<file path="config.mk">
export PLATFORM = sky130hd
export DESIGN_NAME = pixel_gray_contrast_threshold_unit
export DESIGN_NICKNAME = d
export VERILOG_FILES = /design/src/hw/rtl/pgct_pkg.sv /design/src/hw/rtl/pgct_channel.sv /design/src/hw/rtl/pixel_gray_contrast_threshold_unit.sv
export SDC_FILE = /design/constraint.sdc
export NUM_CORES = 1
export LEC_CHECK = 0
export BUFFER_PORTS_ARGS = -buffer_cell sky130_fd_sc_hd__buf_2
export CORE_ASPECT_RATIO = 0.9
export CORE_MARGIN = 2
export CORE_UTILIZATION = 35
export DETAILED_ROUTE_END_ITERATION = 16
export SETUP_SLACK_MARGIN = 0.3
export SKIP_CTS_REPAIR_TIMING = 1
export SYNTH_ARGS = -nofsm -noshare
export SYNTH_HDL_FRONTEND = slang
export SYNTH_SLANG_ARGS = --single-unit
</file>
<file path="constraint.sdc">
create_clock -name clk -period 16.9 [get_ports clk]
set_input_delay 2.535 -clock clk [delete_from_list [all_inputs] [get_ports clk]]
set_output_delay 2.535 -clock clk [all_outputs]
set_load 0.02 [all_outputs]
</file>
<file path="src/hw/rtl/pgct_pkg.sv">
// Shared types, constants and a helper function for the pixel gray/contrast/threshold unit.
package pgct_pkg;

	// Field widths
	localparam int CHAN_W   = 8;
	localparam int MODE_W   = 2;
	localparam int OFFSET_W = 9;
	localparam int GAIN_W   = 10;
	localparam int CFG_W    = 10;
	localparam int CFG_IDX_W = 2;

	// Configuration register indexes
	localparam logic [CFG_IDX_W-1:0] REG_FILTER_MODE       = 2'd0;
	localparam logic [CFG_IDX_W-1:0] REG_BRIGHTNESS_OFFSET = 2'd1;
	localparam logic [CFG_IDX_W-1:0] REG_CONTRAST_GAIN     = 2'd2;

	// Filter mode codes; the unused code behaves as color mode
	localparam logic [MODE_W-1:0] MODE_COLOR = 2'd0;
	localparam logic [MODE_W-1:0] MODE_GRAY  = 2'd1;
	localparam logic [MODE_W-1:0] MODE_BW    = 2'd2;

	// Luma weights, sum is 256
	localparam int LUMA_R = 77;
	localparam int LUMA_G = 150;
	localparam int LUMA_B = 29;

	// Register limits and reset values
	localparam logic [GAIN_W-1:0]          GAIN_MIN    = 10'd26;
	localparam logic [GAIN_W-1:0]          GAIN_MAX    = 10'd768;
	localparam logic [GAIN_W-1:0]          GAIN_RESET  = 10'd256;
	localparam logic signed [OFFSET_W-1:0] OFFSET_MIN  = -9'sd255;
	localparam logic signed [OFFSET_W-1:0] OFFSET_RESET = 9'sd0;

	// Channel arithmetic in units of 1/512 of a level
	localparam int VAL_W = 21;
	localparam logic signed [VAL_W-1:0] HALF_LEVEL_512 = 21'sd65280;
	localparam logic signed [VAL_W-1:0] THRESHOLD_512  = 21'sd65536;
	localparam logic [CHAN_W-1:0]       CHAN_MAX       = 8'd255;

	// Input and output words
	typedef struct packed {
		logic [CHAN_W-1:0] red_in;
		logic [CHAN_W-1:0] green_in;
		logic [CHAN_W-1:0] blue_in;
		logic [CHAN_W-1:0] alpha_in;
	} pix_in_t;

	typedef struct packed {
		logic [CHAN_W-1:0] red_out;
		logic [CHAN_W-1:0] green_out;
		logic [CHAN_W-1:0] blue_out;
		logic [CHAN_W-1:0] alpha_out;
	} pix_out_t;

	// Weighted luma, (77R + 150G + 29B) >> 8.
	function automatic logic [CHAN_W-1:0] luma(input logic [CHAN_W-1:0] r,
			input logic [CHAN_W-1:0] g, input logic [CHAN_W-1:0] b);
		logic [15:0] acc;
		acc = 16'(LUMA_R) * 16'(r) + 16'(LUMA_G) * 16'(g) + 16'(LUMA_B) * 16'(b);
		return acc[15:8];
	endfunction

endpackage

</file>
<file path="src/hw/rtl/pgct_channel.sv">
// Contrast, brightness and threshold arithmetic for one color channel.
module pgct_channel (
	input  logic [pgct_pkg::CHAN_W-1:0]          chan,
	input  logic [pgct_pkg::GAIN_W-1:0]          gain,
	input  logic signed [pgct_pkg::OFFSET_W-1:0] offset,
	input  logic                                 bw,
	output logic [pgct_pkg::CHAN_W-1:0]          result
);

	logic signed [pgct_pkg::GAIN_W-1:0]  diff;
	logic signed [pgct_pkg::GAIN_W:0]    gain_s;
	logic signed [pgct_pkg::VAL_W-1:0]   prod;
	logic signed [pgct_pkg::VAL_W-1:0]   off_term;
	logic signed [pgct_pkg::VAL_W-1:0]   val;
	logic [10:0]                         level;

	// Centered channel value 2c - 255, scaled by the gain.
	assign diff     = $signed({1'b0, chan, 1'b0}) - 10'sd255;
	assign gain_s   = $signed({1'b0, gain});
	assign prod     = diff * gain_s;
	assign off_term = {{3{offset[pgct_pkg::OFFSET_W-1]}}, offset, 9'b0};
	assign val      = prod + off_term + pgct_pkg::HALF_LEVEL_512;
	assign level    = val[19:9];

	// Threshold in black-and-white mode, otherwise floor and clamp to 0..255.
	always_comb begin
		if (bw) begin
			result = (val >= pgct_pkg::THRESHOLD_512) ? pgct_pkg::CHAN_MAX : '0;
		end else if (val[pgct_pkg::VAL_W-1]) begin
			result = '0;
		end else if (level > 11'd255) begin
			result = pgct_pkg::CHAN_MAX;
		end else begin
			result = level[7:0];
		end
	end

endmodule

</file>
<file path="src/hw/rtl/pixel_gray_contrast_threshold_unit.sv">
// Top level of the pixel gray/contrast/threshold unit.
// The unit takes one RGBA pixel word per clock and returns one adjusted word per
// clock when the output is not stalled. An input register (which already holds
// the grayscale values in gray mode) feeds one multiply per channel, and the
// clamped or thresholded result lands in the output register. Back-pressure on
// the output stalls both stages; while a result waits, one more word can still be
// taken into the input register. Configuration takes effect on the next accepted
// word and must only be written while the unit is empty.
module pixel_gray_contrast_threshold_unit (
	input  logic                             clk,
	input  logic                             arst_n,
	input  logic                             cfg_we,
	input  logic [pgct_pkg::CFG_IDX_W-1:0]   cfg_index,
	input  logic [pgct_pkg::CFG_W-1:0]       cfg_wdata,
	input  logic                             in_valid,
	output logic                             in_ready,
	input  pgct_pkg::pix_in_t                in_data,
	output logic                             out_valid,
	input  logic                             out_ready,
	output pgct_pkg::pix_out_t               out_data
);

	logic [pgct_pkg::MODE_W-1:0]          filter_mode_q;
	logic signed [pgct_pkg::OFFSET_W-1:0] brightness_offset_q;
	logic [pgct_pkg::GAIN_W-1:0]          contrast_gain_q;

	logic                        valid_s1;
	logic [pgct_pkg::CHAN_W-1:0] red_s1, green_s1, blue_s1, alpha_s1;
	logic                        valid_s2;
	pgct_pkg::pix_out_t          data_s2;

	logic                        adv_s1, adv_s2;
	logic [pgct_pkg::CHAN_W-1:0] gray;
	logic                        bw;
	logic [pgct_pkg::CHAN_W-1:0] red_adj, green_adj, blue_adj;
	logic signed [pgct_pkg::OFFSET_W-1:0] wr_offset;
	logic [pgct_pkg::GAIN_W-1:0]          wr_gain;

	// Written values, saturated to their legal ranges in the registers below.
	assign wr_offset = $signed(cfg_wdata[pgct_pkg::OFFSET_W-1:0]);
	assign wr_gain   = cfg_wdata[pgct_pkg::GAIN_W-1:0];

	// Configuration registers.
	always_ff @(posedge clk or negedge arst_n) begin
		if (!arst_n) begin
			filter_mode_q       <= pgct_pkg::MODE_COLOR;
			brightness_offset_q <= pgct_pkg::OFFSET_RESET;
			contrast_gain_q     <= pgct_pkg::GAIN_RESET;
		end else if (cfg_we) begin
			unique case (cfg_index)
				pgct_pkg::REG_FILTER_MODE: begin
					filter_mode_q <= cfg_wdata[pgct_pkg::MODE_W-1:0];
				end
				pgct_pkg::REG_BRIGHTNESS_OFFSET: begin
					brightness_offset_q <= (wr_offset < pgct_pkg::OFFSET_MIN) ?
						pgct_pkg::OFFSET_MIN : wr_offset;
				end
				pgct_pkg::REG_CONTRAST_GAIN: begin
					if (wr_gain < pgct_pkg::GAIN_MIN) begin
						contrast_gain_q <= pgct_pkg::GAIN_MIN;
					end else if (wr_gain > pgct_pkg::GAIN_MAX) begin
						contrast_gain_q <= pgct_pkg::GAIN_MAX;
					end else begin
						contrast_gain_q <= wr_gain;
					end
				end
				default: begin
				end
			endcase
		end
	end

	// Stall control: a stage moves when the one after it can take its word.
	assign adv_s2   = !valid_s2 || out_ready;
	assign adv_s1   = !valid_s1 || adv_s2;
	assign in_ready = adv_s1;

	// Grayscale replacement happens on the way into the input register.
	assign gray = pgct_pkg::luma(in_data.red_in, in_data.green_in, in_data.blue_in);

	// Stage 1 valid.
	always_ff @(posedge clk or negedge arst_n) begin
		if (!arst_n) begin
			valid_s1 <= 1'b0;
		end else if (adv_s1) begin
			valid_s1 <= in_valid;
		end
	end

	// Stage 1 payload.
	always_ff @(posedge clk) begin
		if (adv_s1 && in_valid) begin
			if (filter_mode_q == pgct_pkg::MODE_GRAY) begin
				red_s1   <= gray;
				green_s1 <= gray;
				blue_s1  <= gray;
			end else begin
				red_s1   <= in_data.red_in;
				green_s1 <= in_data.green_in;
				blue_s1  <= in_data.blue_in;
			end
			alpha_s1 <= in_data.alpha_in;
		end
	end

	// Per-channel adjustment.
	assign bw = (filter_mode_q == pgct_pkg::MODE_BW);

	pgct_channel u_red (
		.chan   (red_s1),
		.gain   (contrast_gain_q),
		.offset (brightness_offset_q),
		.bw     (bw),
		.result (red_adj)
	);

	pgct_channel u_green (
		.chan   (green_s1),
		.gain   (contrast_gain_q),
		.offset (brightness_offset_q),
		.bw     (bw),
		.result (green_adj)
	);

	pgct_channel u_blue (
		.chan   (blue_s1),
		.gain   (contrast_gain_q),
		.offset (brightness_offset_q),
		.bw     (bw),
		.result (blue_adj)
	);

	// Stage 2 valid.
	always_ff @(posedge clk or negedge arst_n) begin
		if (!arst_n) begin
			valid_s2 <= 1'b0;
		end else if (adv_s2) begin
			valid_s2 <= valid_s1;
		end
	end

	// Stage 2 payload, the output register.
	always_ff @(posedge clk) begin
		if (adv_s2 && valid_s1) begin
			data_s2.red_out   <= red_adj;
			data_s2.green_out <= green_adj;
			data_s2.blue_out  <= blue_adj;
			data_s2.alpha_out <= alpha_s1;
		end
	end

	assign out_valid = valid_s2;
	assign out_data  = data_s2;

endmodule

</file>
==> results.py <==
metrics = {
    "run_status": {
        "status": "complete, no violations",
    },
    "sta": {
        "tightest_slew_ns": 0.936,
        "finalCritPeriodShare_pct": 50.5,
        "max_freq_mhz": 117,
        "maxSlewViolCount": 0,
        "finClkSkew_ns": 0.00987,
        "hold_viol": 0,
        "hold_ws_ns": 0.420,
        "final.min_clock_period_ns": 8.54,
        "setup_tns_ns": 0,
        "slew-limit-headroom_pct": 37.6,
        "grt_setup_unrepaired": "no",
        "setup_viol": 0,
    },
    "yosys": {
        "async_flop_share_pct": 26.4,
        "synth_cell_type_count": 79,
        "synth_nets": 2373,
        "synth_top_cell_by_area": "fa_1",
        "syn_inst": 1761,
        "synthFlopType": "edfxtp_1",
        "ys_seq_area_share_pct": 14.2,
        "syn_area_um2": 17500,
        "ys_seq_elements": 87,
        "synth_warnings": 0,
        "synth_top_area_share_pct": 31.7,
        "synth_edf_count": 64,
        "syn_area_per_cell_um2": 9.96,
        "synth.top_cells.by_area": "fa_1 (32%), ha_1 (20%), edfxtp_1 (11%), inv_1 (6.6%), and2_1 (5.5%)",
    },
    "floorplanning": {
        "ios": 83,
        "core-area_um2": 49300,
        "die-area_um2": 51900,
        "die_h_um": 216,
        "rows": 77,
        "die_x_um": 240,
        "start_util_pct": 35.6,
    },
    "detailed_routing": {
        "vias": 12200,
        "routed_wl_um": 41400,
        "first_iter_violations": 503,
        "via_per_inst": 4.91,
        "drcViolationCount": 0,
        "wire_per_inst_um": 16.6,
        "drtPass1Iterations": 5,
        "antenna_left": 0,
    },
    "critical_path": {
        "required_ns": 17.01,
        "start_kind": "input port",
        "crit_type": "input port to register",
        "crit_family": "adder cells",
        "crit_path_end_kind": "register",
        "critical_path.max_stage_delay_ns": 0.55,
        "crit_buf_inv": 5,
        "critPathArrivalTime_ns": 8.65,
        "cp_slowest_cell": "fa_1",
        "worst_path_most_repeated_cell": "ha_1",
        "crit_path_max_fanout": 5,
        "reg2reg_slack_ns": 10.70,
    },
    "grt": {
        "grt_pass1_wl_um": 69900,
        "antenna_found_initial": 1,
        "grt_max_degree": 34,
        "track_usage_pct": 17.1,
        "grt-ovfl-total": 0,
        "grt_pass1_vias": 13300,
    },
    "final_layout": {
        "antenna_cells": 0,
        "multi_input_area_um2": 13700,
        "final_cell_mix": "inv_1 (308), ha_1 (285), fa_1 (278)",
        "seq_area_um2": 2500,
        "fill_cells": 4920,
        "drive_gt1_share_pct": 9.55,
        "nets": 2429,
        "area_delta_synth_final_pct": 8.35,
        "fin_area_um2": 19000,
        "final_common_cell": "inv_1",
    },
    "clock_network": {
        "htreeDepth": 3,
        "cts-buffers-inserted": 9,
        "cts.clk_slew.worst_paths_ns": 0.07,
        "cts_sinks": 87,
        "clockBufferDepth": 2,
        "insertion_delay_ns": 0.37,
        "clock_tree.root_cell": "clkbuf_16",
        "cts_tree": "built",
    },
    "min_path": {
        "hold_path.class": "register to register",
    },
    "place": {
        "finalWeightedCongestion": 0.852,
        "post_dp_cell_area_um2": 18700,
        "numPortBuffers": 82,
        "dp_hpwl_um": 33400,
    },
    "run": {
        "drv_cap": 0,
    },
}
-- path summary, 6_finish.rpt --
check	start	cells past startpoint	to
min in group asynchronous	arst_n	1	brightness_offset_q[7]$_DFFE_PN0P_
setup reg to reg	contrast_gain_q[7]$_DFFE_PN0P_	16	out_data[26]$_DFFE_PP_
setup / recovery	in_data[19]	27	green_s1[7]$_DFFE_PP_
hold / removal	alpha_s1[0]$_DFFE_PP_	0	out_data[0]$_DFFE_PP_
hold reg to reg	alpha_s1[0]$_DFFE_PP_	0	out_data[0]$_DFFE_PP_
max in group asynchronous	arst_n	1	contrast_gain_q[8]$_DFFE_PN1P_
-- sequential cells by signal (all words and copies together) (netlist names), 2 cells and up --
signal               flops
contrast_gain_q         10
alpha_s1                 8
filter_mode_q            2
out_data                32
green_s1                 8
brightness_offset_q      9
blue_s1                  8
red_s1                   8
-- stage by stage --
step | setup slack (ns) | cells | util, %
3_3_place_gp | 8.02 | 2477 | 37.9
4_1_cts | 8.34 | 2493 | 38.5
6_report | 8.36 | 2493 | 38.5
3_5_place_dp | 7.94 | 2477 | 37.9
2_1_floorplan | 8.48 | 1761 | -
5_1_grt | 7.94 | 2493 | 38.5
-- worst register-to-register path, cell delays in order, from the launching register on --
cell and delay, ns:
dfrtp_1 0.73, buf_4 0.39, and2_1 0.21, fa_1 0.45, fa_1 0.59, fa_1 0.46, fa_1 0.55, fa_1 0.44
ha_1 0.38, a21oi_1 0.26, o21bai_1 0.13, o21ai_0 0.17, a21oi_1 0.10, nor4b_1 0.30, mux2i_1 0.14, o22ai_1 0.42
a21oi_1 0.21
-- cell usage after synthesis (all sizes together) (7+ instances only) --
cell,count
nand2,179
and3,9
or2,29
and2,153
fa,278
nor2,43
o21ai,47
clkbuf,46
nand2b,16
ha,285
a41oi,7
inv,308
xor2,23
dfrtp,22
xnor2,29
o31ai,8
nor2b,9
o211ai,14
edfxtp,64
a31oi,15
a21oi,50
a21o,18
nand3,14
nor3,13
o21a,12
-- metal layers --
layer / global-route usage (%) / up-vias / routed length [um]
li1: - / 5787 / -
met1: 22.4 / 6198 / 18800
met2: 29.1 / 203 / 20000
met3: 2.25 / 50 / 1470
met4: 5.45 / 0 / 1190
met5: 0 / - / 0
-- cell families (layout without fill, tap and decap cells) --
family | count (synthesis) | in the layout | share of synthesized area (%)
DFF | 87 | 87 | 14.2
muxes | 4 | 4 | 0.242
and+or+nand+nor | 487 | 487 | 14.4
xor gates and xnor gates | 52 | 52 | 2.70
adders and majority gates | 563 | 563 | 52.0
AOI/OAI and AO/OA | 208 | 208 | 8.68
buffers and inverters | 360 | 421 | 7.70
-- final cells by class --
cell class / count / area share (%)
clock buffers: 11 / 1.39
flip-flops and latches: 87 / 13.1
multi-input cells: 1314 / 72.1
clock inverters: 5 / 0.230
repair buffers: 94 / 2.63
inverters: 311 / 6.14
well taps: 671 / 4.42
Power is not shown: default switching activity piles up to over one toggle a cycle in this logic, so the estimate is an artifact.
